File: config.mk
export PLATFORM = sky130hd
export DESIGN_NAME = lcd_ram_serial_frame_generator_core_flat
export DESIGN_NICKNAME = d
export VERILOG_FILES = /design/src/rtl/core/lrsf_pkg.sv /design/src/rtl/core/lrsf_in_if.sv /design/src/rtl/core/lrsf_out_if.sv /design/src/rtl/core/lcd_ram_serial_frame_generator_core.sv /design/src/rtl/core/lrsf_front.sv /design/src/rtl/core/lrsf_queue.sv /design/src/rtl/core/lrsf_back.sv /design/src/flat_wrapper.sv
export SDC_FILE = /design/constraint.sdc
export NUM_CORES = 1
export LEC_CHECK = 0
export BUFFER_PORTS_ARGS = -buffer_cell sky130_fd_sc_hd__buf_2
export CAP_MARGIN = 20
export CORE_ASPECT_RATIO = 1.1
export CORE_MARGIN = 1.5
export CORE_UTILIZATION = 53
export CTS_CLUSTER_SIZE = 40
export DETAILED_ROUTE_END_ITERATION = 12
export GPL_TIMING_DRIVEN = 0
export PLACE_DENSITY = 0.79
export SLEW_MARGIN = 5
export SYNTH_ARGS = -nofsm -noshare
export SYNTH_HDL_FRONTEND = slang
export SYNTH_SLANG_ARGS = --single-unit
File: constraint.sdc
create_clock -name clk -period 2.6 [get_ports clk]
set_clock_uncertainty 0.2 [all_clocks]
set_input_delay 0.13 -clock clk [delete_from_list [all_inputs] [get_ports clk]]
set_output_delay 0.13 -clock clk [all_outputs]
set_load 0.01 [all_outputs]
File: src/rtl/core/lrsf_pkg.sv
// ----------------------------------------------------------------------------
// lrsf_pkg
// Shared types and constants of the three-wire LCD serial frame generator.
// ----------------------------------------------------------------------------
package lrsf_pkg;

  // request modes
  localparam logic [1:0] MODE_CMD        = 2'd0;
  localparam logic [1:0] MODE_WRITE      = 2'd1;
  localparam logic [1:0] MODE_BURST_OPEN = 2'd2;
  localparam logic [1:0] MODE_BURST_BYTE = 2'd3;

  // frame prefixes, sent msb first
  localparam logic [2:0] CMD_PREFIX   = 3'b100;
  localparam logic [2:0] WRITE_PREFIX = 3'b101;

  // longest frame and bit counter width
  localparam int unsigned MAX_BITS = 13;
  localparam int unsigned CNT_W    = 4;

  // frame lengths in bits
  localparam logic [CNT_W-1:0] LEN_CMD   = 4'd12;
  localparam logic [CNT_W-1:0] LEN_WRITE = 4'd13;
  localparam logic [CNT_W-1:0] LEN_OPEN  = 4'd9;
  localparam logic [CNT_W-1:0] LEN_BYTE  = 4'd8;
  localparam logic [CNT_W-1:0] LEN_ERR   = 4'd1;

  // decoded frame passed from front to back, bits[0] goes out first
  typedef struct packed {
    logic [MAX_BITS-1:0] bits;
    logic [CNT_W-1:0]    count;
    logic                rel_en;
    logic                err;
  } frame_t;

endpackage

File: src/rtl/core/lrsf_in_if.sv
// ----------------------------------------------------------------------------
// lrsf_in_if
// Request channel: valid/ready handshake with the controller request fields.
// ----------------------------------------------------------------------------
interface lrsf_in_if;
  logic       valid;
  logic       ready;
  logic [1:0] mode;
  logic [5:0] ram_address;
  logic [7:0] payload;
  logic       end_of_frame;

  modport source (output valid, output mode, output ram_address, output payload,
                  output end_of_frame, input ready);
  modport sink (input valid, input mode, input ram_address, input payload,
                input end_of_frame, output ready);
endinterface

File: src/rtl/core/lrsf_out_if.sv
// ----------------------------------------------------------------------------
// lrsf_out_if
// Result channel: one transaction per serial bit with its frame flags.
// ----------------------------------------------------------------------------
interface lrsf_out_if;
  logic valid;
  logic ready;
  logic serial_bit;
  logic select_release;
  logic last_of_item;
  logic sequence_error;

  modport source (output valid, output serial_bit, output select_release,
                  output last_of_item, output sequence_error, input ready);
  modport sink (input valid, input serial_bit, input select_release,
                input last_of_item, input sequence_error, output ready);
endinterface

File: src/rtl/core/lcd_ram_serial_frame_generator_core.sv
// ----------------------------------------------------------------------------
// lcd_ram_serial_frame_generator_core
// Three-wire LCD serial frame generator: requests in, one bit per transaction out.
// ----------------------------------------------------------------------------
// a request passes through the frame queue, the shift register and the output register
// the serializer sends one bit per cycle while the result side is ready; a request
//   gives as many bits as its frame holds: 1 (ordering error), 8, 9, 12 or 13
// a two-entry frame queue lets requests be accepted while bits are still out
// reset: synchronous active-low rst_n closes any burst and empties the pipe
module lcd_ram_serial_frame_generator_core (
  input  logic        clk,
  input  logic        rst_n,
  lrsf_in_if.sink     in_ch,
  lrsf_out_if.source  out_ch
);

  logic             push_valid;
  logic             push_ready;
  lrsf_pkg::frame_t push_data;
  logic             pop_valid;
  logic             pop_ready;
  lrsf_pkg::frame_t pop_data;

  // request decode
  lrsf_front u_front (
    .clk        (clk),
    .rst_n      (rst_n),
    .req        (in_ch),
    .push_valid (push_valid),
    .push_ready (push_ready),
    .push_data  (push_data)
  );

  // frame queue
  lrsf_queue u_queue (
    .clk        (clk),
    .rst_n      (rst_n),
    .push_valid (push_valid),
    .push_ready (push_ready),
    .push_data  (push_data),
    .pop_valid  (pop_valid),
    .pop_ready  (pop_ready),
    .pop_data   (pop_data)
  );

  // bit serializer
  lrsf_back u_back (
    .clk       (clk),
    .rst_n     (rst_n),
    .pop_valid (pop_valid),
    .pop_ready (pop_ready),
    .pop_data  (pop_data),
    .res       (out_ch)
  );

endmodule

File: src/rtl/core/lrsf_front.sv
// ----------------------------------------------------------------------------
// lrsf_front
// Accepts requests, checks burst ordering and builds the bit frame.
// ----------------------------------------------------------------------------
module lrsf_front (
  input  logic              clk,
  input  logic              rst_n,
  lrsf_in_if.sink           req,
  output logic              push_valid,
  input  logic              push_ready,
  output lrsf_pkg::frame_t  push_data
);

  logic burst_open_r;
  logic burst_open_nxt;
  logic accept;
  logic bad;

  assign req.ready  = push_ready;
  assign push_valid = req.valid;
  assign accept     = req.valid && push_ready;

  // out-of-order check against the open burst
  assign bad = (req.mode == lrsf_pkg::MODE_BURST_BYTE) ? !burst_open_r : burst_open_r;

  // frame build
  always_comb begin
    push_data = '0;
    if (bad) begin
      push_data.count = lrsf_pkg::LEN_ERR;
      push_data.err   = 1'b1;
    end else begin
      case (req.mode)
        lrsf_pkg::MODE_CMD: begin
          for (int i = 0; i < 3; i++) push_data.bits[i] = lrsf_pkg::CMD_PREFIX[2-i];
          for (int i = 0; i < 8; i++) push_data.bits[3+i] = req.payload[7-i];
          push_data.count  = lrsf_pkg::LEN_CMD;
          push_data.rel_en = 1'b1;
        end
        lrsf_pkg::MODE_WRITE: begin
          for (int i = 0; i < 3; i++) push_data.bits[i] = lrsf_pkg::WRITE_PREFIX[2-i];
          for (int i = 0; i < 6; i++) push_data.bits[3+i] = req.ram_address[5-i];
          for (int i = 0; i < 4; i++) push_data.bits[9+i] = req.payload[i];
          push_data.count  = lrsf_pkg::LEN_WRITE;
          push_data.rel_en = 1'b1;
        end
        lrsf_pkg::MODE_BURST_OPEN: begin
          for (int i = 0; i < 3; i++) push_data.bits[i] = lrsf_pkg::WRITE_PREFIX[2-i];
          for (int i = 0; i < 6; i++) push_data.bits[3+i] = req.ram_address[5-i];
          push_data.count  = lrsf_pkg::LEN_OPEN;
          push_data.rel_en = req.end_of_frame;
        end
        default: begin
          for (int i = 0; i < 8; i++) push_data.bits[i] = req.payload[i];
          push_data.count  = lrsf_pkg::LEN_BYTE;
          push_data.rel_en = req.end_of_frame;
        end
      endcase
    end
  end

  // burst state follows accepted transactions
  always_comb begin
    burst_open_nxt = burst_open_r;
    if (accept && !bad) begin
      if (req.mode == lrsf_pkg::MODE_BURST_OPEN) begin
        burst_open_nxt = !req.end_of_frame;
      end else if (req.mode == lrsf_pkg::MODE_BURST_BYTE && req.end_of_frame) begin
        burst_open_nxt = 1'b0;
      end
    end
  end

  always_ff @(posedge clk) begin
    if (!rst_n) begin
      burst_open_r <= 1'b0;
    end else begin
      burst_open_r <= burst_open_nxt;
    end
  end

endmodule

File: src/rtl/core/lrsf_queue.sv
// ----------------------------------------------------------------------------
// lrsf_queue
// Two-entry frame queue decoupling the request side from the serializer.
// ----------------------------------------------------------------------------
module lrsf_queue (
  input  logic              clk,
  input  logic              rst_n,
  input  logic              push_valid,
  output logic              push_ready,
  input  lrsf_pkg::frame_t  push_data,
  output logic              pop_valid,
  input  logic              pop_ready,
  output lrsf_pkg::frame_t  pop_data
);

  lrsf_pkg::frame_t mem_r [2];
  logic       wr_ptr_r, wr_ptr_nxt;
  logic       rd_ptr_r, rd_ptr_nxt;
  logic [1:0] fill_r, fill_nxt;
  logic       push;
  logic       pop;

  assign push_ready = (fill_r != 2'd2);
  assign pop_valid  = (fill_r != 2'd0);
  assign pop_data   = mem_r[rd_ptr_r];
  assign push       = push_valid && push_ready;
  assign pop        = pop_valid && pop_ready;

  // pointer and fill update
  always_comb begin
    wr_ptr_nxt = push ? !wr_ptr_r : wr_ptr_r;
    rd_ptr_nxt = pop ? !rd_ptr_r : rd_ptr_r;
    fill_nxt   = fill_r;
    if (push && !pop) begin
      fill_nxt = fill_r + 2'd1;
    end else if (pop && !push) begin
      fill_nxt = fill_r - 2'd1;
    end
  end

  always_ff @(posedge clk) begin
    if (!rst_n) begin
      wr_ptr_r <= 1'b0;
      rd_ptr_r <= 1'b0;
      fill_r   <= 2'd0;
    end else begin
      wr_ptr_r <= wr_ptr_nxt;
      rd_ptr_r <= rd_ptr_nxt;
      fill_r   <= fill_nxt;
    end
  end

  // storage
  always_ff @(posedge clk) begin
    if (push) begin
      mem_r[wr_ptr_r] <= push_data;
    end
  end

endmodule

File: src/rtl/core/lrsf_back.sv
// ----------------------------------------------------------------------------
// lrsf_back
// Serializer: shifts one frame bit per cycle into the output register while it is free.
// ----------------------------------------------------------------------------
module lrsf_back (
  input  logic              clk,
  input  logic              rst_n,
  input  logic              pop_valid,
  output logic              pop_ready,
  input  lrsf_pkg::frame_t  pop_data,
  lrsf_out_if.source        res
);

  logic                                active_r, active_nxt;
  logic [lrsf_pkg::MAX_BITS-1:0]       sh_r, sh_nxt;
  logic [lrsf_pkg::CNT_W-1:0]          cnt_r, cnt_nxt;
  logic                                rel_r, rel_nxt;
  logic                                err_r, err_nxt;
  logic                                ov_r, ov_nxt;
  logic                                obit_r, obit_nxt;
  logic                                orel_r, orel_nxt;
  logic                                olast_r, olast_nxt;
  logic                                oerr_r, oerr_nxt;
  logic                                out_free;
  logic                                advance;
  logic                                last_bit;

  assign out_free  = !ov_r || res.ready;
  assign advance   = active_r && out_free;
  assign last_bit  = (cnt_r == lrsf_pkg::CNT_W'(1));
  assign pop_ready = !active_r || (advance && last_bit);

  // shift and output stage
  always_comb begin
    active_nxt = active_r;
    sh_nxt     = sh_r;
    cnt_nxt    = cnt_r;
    rel_nxt    = rel_r;
    err_nxt    = err_r;
    ov_nxt     = ov_r && !res.ready;
    obit_nxt   = obit_r;
    orel_nxt   = orel_r;
    olast_nxt  = olast_r;
    oerr_nxt   = oerr_r;
    if (advance) begin
      ov_nxt     = 1'b1;
      obit_nxt   = sh_r[0];
      orel_nxt   = last_bit && rel_r;
      olast_nxt  = last_bit;
      oerr_nxt   = err_r;
      sh_nxt     = sh_r >> 1;
      cnt_nxt    = cnt_r - lrsf_pkg::CNT_W'(1);
      active_nxt = !last_bit;
    end
    // load next frame from the queue
    if (pop_valid && pop_ready) begin
      active_nxt = 1'b1;
      sh_nxt     = pop_data.bits;
      cnt_nxt    = pop_data.count;
      rel_nxt    = pop_data.rel_en;
      err_nxt    = pop_data.err;
    end
  end

  always_ff @(posedge clk) begin
    if (!rst_n) begin
      active_r <= 1'b0;
      ov_r     <= 1'b0;
    end else begin
      active_r <= active_nxt;
      ov_r     <= ov_nxt;
    end
  end

  always_ff @(posedge clk) begin
    sh_r    <= sh_nxt;
    cnt_r   <= cnt_nxt;
    rel_r   <= rel_nxt;
    err_r   <= err_nxt;
    obit_r  <= obit_nxt;
    orel_r  <= orel_nxt;
    olast_r <= olast_nxt;
    oerr_r  <= oerr_nxt;
  end

  assign res.valid          = ov_r;
  assign res.serial_bit     = obit_r;
  assign res.select_release = orel_r;
  assign res.last_of_item   = olast_r;
  assign res.sequence_error = oerr_r;

endmodule

File: src/flat_wrapper.sv
// flat-port wrapper written by rule: the top's interface ports become plain ports
module lcd_ram_serial_frame_generator_core_flat 
  (clk, rst_n, in_ch_valid, in_ch_mode, in_ch_ram_address, in_ch_payload, in_ch_end_of_frame, in_ch_ready, out_ch_valid, out_ch_serial_bit, out_ch_select_release, out_ch_last_of_item, out_ch_sequence_error, out_ch_ready);
  lrsf_in_if in_ch_i ();
  lrsf_out_if out_ch_i ();
  input  logic clk;
  input  logic rst_n;
  input wire logic [$bits(in_ch_i.valid)-1:0] in_ch_valid;
  input wire logic [$bits(in_ch_i.mode)-1:0] in_ch_mode;
  input wire logic [$bits(in_ch_i.ram_address)-1:0] in_ch_ram_address;
  input wire logic [$bits(in_ch_i.payload)-1:0] in_ch_payload;
  input wire logic [$bits(in_ch_i.end_of_frame)-1:0] in_ch_end_of_frame;
  output wire logic [$bits(in_ch_i.ready)-1:0] in_ch_ready;
  output wire logic [$bits(out_ch_i.valid)-1:0] out_ch_valid;
  output wire logic [$bits(out_ch_i.serial_bit)-1:0] out_ch_serial_bit;
  output wire logic [$bits(out_ch_i.select_release)-1:0] out_ch_select_release;
  output wire logic [$bits(out_ch_i.last_of_item)-1:0] out_ch_last_of_item;
  output wire logic [$bits(out_ch_i.sequence_error)-1:0] out_ch_sequence_error;
  input wire logic [$bits(out_ch_i.ready)-1:0] out_ch_ready;
  assign in_ch_i.valid = in_ch_valid;
  assign in_ch_i.mode = in_ch_mode;
  assign in_ch_i.ram_address = in_ch_ram_address;
  assign in_ch_i.payload = in_ch_payload;
  assign in_ch_i.end_of_frame = in_ch_end_of_frame;
  assign in_ch_ready = in_ch_i.ready;
  assign out_ch_valid = out_ch_i.valid;
  assign out_ch_serial_bit = out_ch_i.serial_bit;
  assign out_ch_select_release = out_ch_i.select_release;
  assign out_ch_last_of_item = out_ch_i.last_of_item;
  assign out_ch_sequence_error = out_ch_i.sequence_error;
  assign out_ch_i.ready = out_ch_ready;
  lcd_ram_serial_frame_generator_core u_core (.clk(clk), .rst_n(rst_n), .in_ch(in_ch_i), .out_ch(out_ch_i));
endmodule
Word level (Yosys, flattened, before mapping)
Memory sizes are Yosys's and may differ from the RTL's. A register that Yosys moved wholly into a read port is not among the register bits.
Cells that the tools add are included.
{ "op_classes": {"add_sub_neg": 3, "eq_ne": 5, "mux": 24, "reduce_logical": 30} }
{ "ops": {"columns": ["operator", "count"], "rows": [
  ["13-bit 2-to-1 mux", 3],
  ["13-bit case mux with 3 select lines", 1],
  ["1-bit 2-to-1 mux", 12],
  ["4-bit 2-to-1 mux", 3],
  ["1-bit logical NOT", 11],
  ["1-bit logical AND", 10],
  ["2-bit nonzero test", 4],
  ["2-bit 2-to-1 mux", 3],
  ["2-bit == test, second input constant", 2],
  ["4-bit by 1-bit == test with 1-bit output, second input constant", 1],
  ["2-bit case mux with 2 select lines", 1],
  ["4-bit by 1-bit subtractor with 4-bit output, second input constant", 1],
  ["2-bit by 1-bit adder with 2-bit output, second input constant", 1],
  ["2-bit by 1-bit == test with 1-bit output, second input constant", 1],
  ["2-bit logical NOT", 1],
  ["1-bit logical OR", 2],
  ["2-bit inequality test, second input constant", 1],
  ["1-bit case mux with 2 select lines", 1],
  ["2-bit AND reduction", 1],
  ["2-bit OR reduction", 1],
  ["2-bit by 1-bit subtractor with 2-bit output, second input constant", 1]
]} }
{ "totals": {"register_bits": 30, "ram_bits": 38, "input_bits": 21, "out_inout_bits": 6, "word_cells": 77, "memories": 1} }
{ "memory_table": {"columns": ["memory", "depth", "width", "rd", "rd_ports_with_merged_regs", "write_ports", "line", "text"], "rows": [
  ["u_core.u_queue.mem_r", 2, 19, 1, 1, 1, "lrsf_queue.sv:16", "lrsf_pkg::frame_t mem_r [2];"]
]} }

Depth between registers and ports, before layout
{ "depth": {"depth_word": 9, "mapped_depth": 10} }

Modules after synthesis
From an unflattened synthesis, not the netlist that was laid out.
{ "unflattened": {"hier_cells": 208, "hier_area_um2": 3124.2} }
{ "modules_own_cells": {"columns": ["mod", "instances", "cells_each", "area_per_inst_um2", "seq_area_each_um2"], "rows": [
  ["lrsf_queue", 1, 83, 1610.3, 1241.2],
  ["lrsf_back", 1, 64, 1111.1, 730.7],
  ["lrsf_front", 1, 61, 402.9, 20.0]
]} }

Least setup slack after synthesis
OpenSTA, ideal clock, no wires.
{ "synth_timing": {"path_kind": "flip-flop to flip-flop", "startpoint": "register u_core.u_back.cnt_r[1] in the netlist's numbering", "endpoint": "register u_core.u_queue.fill_r[1]", "setup_ns": 0.070, "t_arrival_ns": 2.268, "required_time_ns": 2.330, "slack_ns": 0.062, "stages_incl_launch_ff": 10, "path_buffers": 1, "synth_period_minus_slack_ns": 2.538, "cell_sequence": "edfxtp_1 inv_1 ha_1 or3b_4 o31ai_4 buf_4 inv_1 ha_1 or3_1 a21oi_1"} }
{ "synth_via": {"elab_chain_len": 7} }
{ "synth_lines": {"columns": ["item", "line", "text"], "rows": [
  ["from (decl)", "lrsf_back.sv:16", "logic [lrsf_pkg::CNT_W-1:0] cnt_r, cnt_nxt;"],
  ["from (signal assigned)", "lrsf_back.sv:77", "cnt_r <= cnt_nxt;"],
  ["4-bit by 1-bit == test with 1-bit output (*)", "lrsf_back.sv:30", "assign last_bit = (cnt_r == lrsf_pkg::CNT_W'(1));"],
  ["1-bit logical AND (*)", "lrsf_back.sv:31", "assign pop_ready = !active_r || (advance && last_bit);"],
  ["1-bit logical OR (*)", "lrsf_back.sv:31", null],
  ["1-bit logical AND (*)", "lrsf_queue.sv:27", "assign pop = pop_valid && pop_ready;"],
  ["1-bit logical NOT", "lrsf_queue.sv:34", "if (push && !pop) begin"],
  ["1-bit logical AND", "lrsf_queue.sv:34", null],
  ["2-bit 2-to-1 mux or 2-bit nonzero test (tied branches)", null, null],
  ["to (signal assigned)", "lrsf_queue.sv:49", "fill_r <= fill_nxt;"],
  ["to (decl)", "lrsf_queue.sv:19", "logic [1:0] fill_r, fill_nxt;"]
]} }
Mark *: on every way between the ends. The rest lies on a longest branch, timed or not.
A chain may end at the register's enable or synchronous reset.

Worst setup path after layout
{ "layout_timing": {"startpoint": "register u_core.u_back.cnt_r[1] in the netlist's numbering", "endpoint": "register u_core.u_back.sh_r[4] in the netlist's numbering, enable pin"} }
{ "layout_via": {"elab_chain_len": 5} }
{ "layout_lines": {"columns": ["item", "line", "text"], "rows": [
  ["4-bit by 1-bit == test with 1-bit output", "lrsf_back.sv:30", null],
  ["1-bit logical AND", "lrsf_back.sv:31", null],
  ["1-bit logical OR", "lrsf_back.sv:31", null],
  ["1-bit logical AND", "lrsf_back.sv:56", "if (pop_valid && pop_ready) begin"],
  ["2-bit nonzero test (no source line)", null, null],
  ["to (signal assigned)", "lrsf_back.sv:76", "sh_r <= sh_nxt;"],
  ["to (decl)", "lrsf_back.sv:15", "logic [lrsf_pkg::MAX_BITS-1:0] sh_r, sh_nxt;"]
]} }
No other way between the ends.

==> results.json <==
{
  "cts.path.max_buffers": 2,
  "floorplan.die.width_um": 74.1,
  "finalCritPeriodShare_pct": 96.6,
  "synth-compound-area-share_pct": 5.82,
  "synth_top_area_share_pct": 60.2,
  "slowest_delay_ps": 410,
  "antennaDiodeCount": 0,
  "critical_path_depth": 7,
  "synth.yosys.warnings": 0,
  "tritoncts": "done",
  "starting_utilization_of_the_core_area_pct": 54.9,
  "yosys-mux-area-fraction_pct": 13.3,
  "crit_fanout": 17,
  "clock_tree.htree_level_count": 3,
  "clock_sink_count": 67,
  "timing_worst_setup_path_type": "flop to flop",
  "drt_wl_total_mm": 4.91,
  "globalRoute.totalOverflow": 0,
  "slowest_cp_cell": "or3b_4",
  "drt_first_iter_violations": 63,
  "hold_path_class": "primary input to flop",
  "layout.cells.most_common": "edfxtp_1",
  "dpl.hpwl_mm": 3.17,
  "grt_max_degree": 19,
  "synth_largest_area_cell": "edfxtp_1",
  "worst_slew_pin_slew_ps": 884,
  "port_buffers": 26,
  "areaGrowthSynthToFinish_pct": 19.5,
  "layout.cells.most_common_list": "edfxtp_1, buf_2, mux2_2, inv_1, clkbuf_8",
  "routed-via-count": 1723,
  "place_ws_ps": -197,
  "first_pass_grt_wire_length_mm": 7.74,
  "worstPathBufferInverterCount": 3,
  "post_synth_num_cell_types": 33,
  "crit-reg2reg-launch": "u_core.u_back.cnt_r[1]$_SDFFCE_PN0P_",
  "layout.nets": 279,
  "number_of_failing_setup_endpoints_in_the_final_timing_report": 0,
  "post-route-drc-count": 0,
  "finalWeightedCongestion": 0.741,
  "antenna_violating_nets_post_route": 0,
  "grt_pass1_vias": 1624,
  "startpoint_type": "flop",
  "clk_latency_ps": 330,
  "cp_top_family": "simple AND/OR/NAND/NOR gates",
  "worstPathRequired_ps": 2370,
  "cp_data_arrival_time_ps": 2290,
  "syn_area_per_cell_sq_um": 14.9,
  "drive_gt1_share_pct": 33.3,
  "synth_top_family_by_area": "multiplexers",
  "run_status": "finished clean",
  "cap_viol_max_count": 0,
  "num_io_pins": 27,
  "viasPerCell": 5.22,
  "die_area_sq_mm": 0.00601,
  "mappedNetlistNets": 227,
  "setup.reg_to_reg.worst_slack_ps": 90,
  "reg2reg_to": "u_core.u_back.sh_r[4]$_DFFE_PP_",
  "grt_antenna_before_repair": 0,
  "timing.final.hold_violations": 0,
  "yosys.area_share.xor_xnor_pct": 1.49,
  "synth-simple-area-share_pct": 7.48,
  "finalMaxSlewViolations": 0,
  "critPathCapture": "u_core.u_back.sh_r[4]$_DFFE_PP_",
  "groute.usage.overall_pct": 18.1,
  "worst_r2r_path_depth": 7,
  "clk_transition_reported_paths_ps": 70,
  "vdd_ir_drop_max_uv": 631,
  "placeableCoreArea_sq_mm": 0.00536,
  "routed_wire_length_per_instance_um": 14.9,
  "largest_cells_by_area_after_synthesis": "edfxtp_1, mux2_2, dfxtp_1",
  "worst_setup_path_end_kind": "flop",
  "synthesized_cell_area_sq_mm": 0.00295,
  "cts-root-buf": "clkbuf_8",
  "slew-limit-headroom_pct": 41.1,
  "timing.final.ws_setup_ps": 88.1,
  "startpoint": "u_core.u_back.cnt_r[1]$_SDFFCE_PN0P_",
  "drt_first_pass_iters": 4,
  "leakage_uw": 0.00136,
  "rows": 28,
  "yosysSeqAreaShare_pct": 65.6,
  "synthesis.instances": 198,
  "filler_cell_count": 391,
  "tritoncts.num_buffers": 9,
  "power-per-cell-area_mw_per_mm2": 1040,
  "final.hold.worst_slack_ps": 28.6,
  "synth-adder-area-share_pct": 3.40,
  "timing.fmax_mhz": 398,
  "path_cells": "inv_1, ha_1, or3b_4, o31ai_4, buf_6, buf_4, or2_2",
  "die-height_um": 81.2,
  "timing.final.crit_period_ps": 2510,
  "ys_ff_latch": 67
}
==> power by group <==
part / internal [uW] / switching [uW]
clock network: 426 / 374
registers: 1630 / 107
logic: 579 / 559
total: 2630 / 1040
==> Yosys cell counts, drive strengths merged <==
master,count
o21a,1
nor2,11
o21ai,5
nor3,6
a41oi,1
edfxtp,59
o21bai,1
and3,4
xnor2,2
inv,12
a221oi,4
dfxtp,8
nand2,1
nor2b,7
or3,1
xor2,3
ha,8
nand3b,2
mux2,26
or3b,1
o31ai,1
buf,4
a22oi,3
a311oi,1
nand2b,3
mux2i,10
a21bo,1
or2,2
a21oi,5
and2,2
clkbuf,3
==> through the flow <==
| step | cells | TNS, ps | instance area (sq um) | utilization (%) | total power [uW] |
|---|---|---|---|---|---|
| finish | 330 | 0 | 3520 | 65.6 | 3670 |
| global route | 330 | -224 | 3520 | 65.6 | 3860 |
| CTS | 327 | 0 | 3470 | 64.8 | 3620 |
| detailed placement | 299 | -593 | 3170 | 59.1 | 2760 |
| global placement | 299 | -165 | 3170 | 59.1 | 2720 |
| floorplan | 198 | 0 | 2950 | - | 2510 |
==> cell type report <==
type | count | area, sq um | share of cell area [%]
Inverter | 12 | 45.0 | 1.28
Timing Repair Buffer | 41 | 265 | 7.54
Tap cell | 75 | 93.8 | 2.67
Multi-Input combinational cell | 112 | 950 | 27.0
Buffer | 7 | 43.8 | 1.24
Clock inverter | 3 | 20.0 | 0.569
Sequential cell | 67 | 1930 | 54.9
Clock buffer | 13 | 169 | 4.80
==> routing by layer <==
metal | global-route usage [%] | vias up | part of all wire [%]
met5 | 0 | - | 0
met4 | 9.07 | 0 | 1.7
met3 | 5.83 | 8 | 4.6
met2 | 27.6 | 47 | 48
met1 | 23.1 | 829 | 46
li1 | - | 839 | -
==> worst min-delay path, cell delays in order <==
cell	delay [ps]
buf_2	100
nand3b_1	70
a21oi_1	80
==> logic make-up (layout without fill, tap and decap cells) <==
logic type      count (synthesis)  count (layout)
fa+ha+maj                       8               8
xor+xnor                        5               5
mux                            36              36
buf+inv                        19              76
compound gates                 23              23
flops                          67              67
simple gates                   40              40
==> sequential cells by signal (all words and copies together), names as in the netlist, named ones only <==
| signal | cells |
|---|---|
| u_core.u_queue.mem_r | 36 |
| u_core.u_back.sh_r | 13 |
| u_core.u_back.cnt_r | 4 |
| u_core.u_queue.fill_r | 2 |
| u_core.u_back.active_r | 1 |
| u_core.u_back.err_r | 1 |
| u_core.u_back.rel_r | 1 |
| u_core.u_back.res.last_of_item | 1 |
| u_core.u_back.res.select_release | 1 |
| u_core.u_back.res.sequence_error | 1 |
| u_core.u_back.res.serial_bit | 1 |
| u_core.u_back.res.valid | 1 |
| u_core.u_front.burst_open_r | 1 |
| u_core.u_queue.rd_ptr_r | 1 |
| u_core.u_queue.wr_ptr_r | 1 |
==> worst min path at each step <==
stage                               from                                        to  slack, ps  cells after the start
global placement      in_ch_end_of_frame  u_core.u_front.burst_open_r$_SDFFE_PN0P_        160                      2
floorplan             in_ch_end_of_frame  u_core.u_front.burst_open_r$_SDFFE_PN0P_         40                      1
finish              in_ch_ram_address[3]     u_core.u_queue.mem_r[1][11]$_DFFE_PP_         30                      3
detailed placement    in_ch_end_of_frame  u_core.u_front.burst_open_r$_SDFFE_PN0P_        160                      2
CTS                     in_ch_payload[5]     u_core.u_queue.mem_r[1][11]$_DFFE_PP_          5                      3
global route            in_ch_payload[5]     u_core.u_queue.mem_r[1][11]$_DFFE_PP_         20                      3
==> what timing repair did <==
| item | CTS | global route |
|---|---|---|
| setup endpoints to repair | 18 | 18 |
| resized for setup | 1 | 3 |
| buffers inserted | 3 | 3 |
| endpoints found under the hold margin | 15 | 0 |
| hold buffers | 9 | 0 |
| pin swaps | 1 | 1 |
No activity file was read; power rests on OpenSTA's default activity.
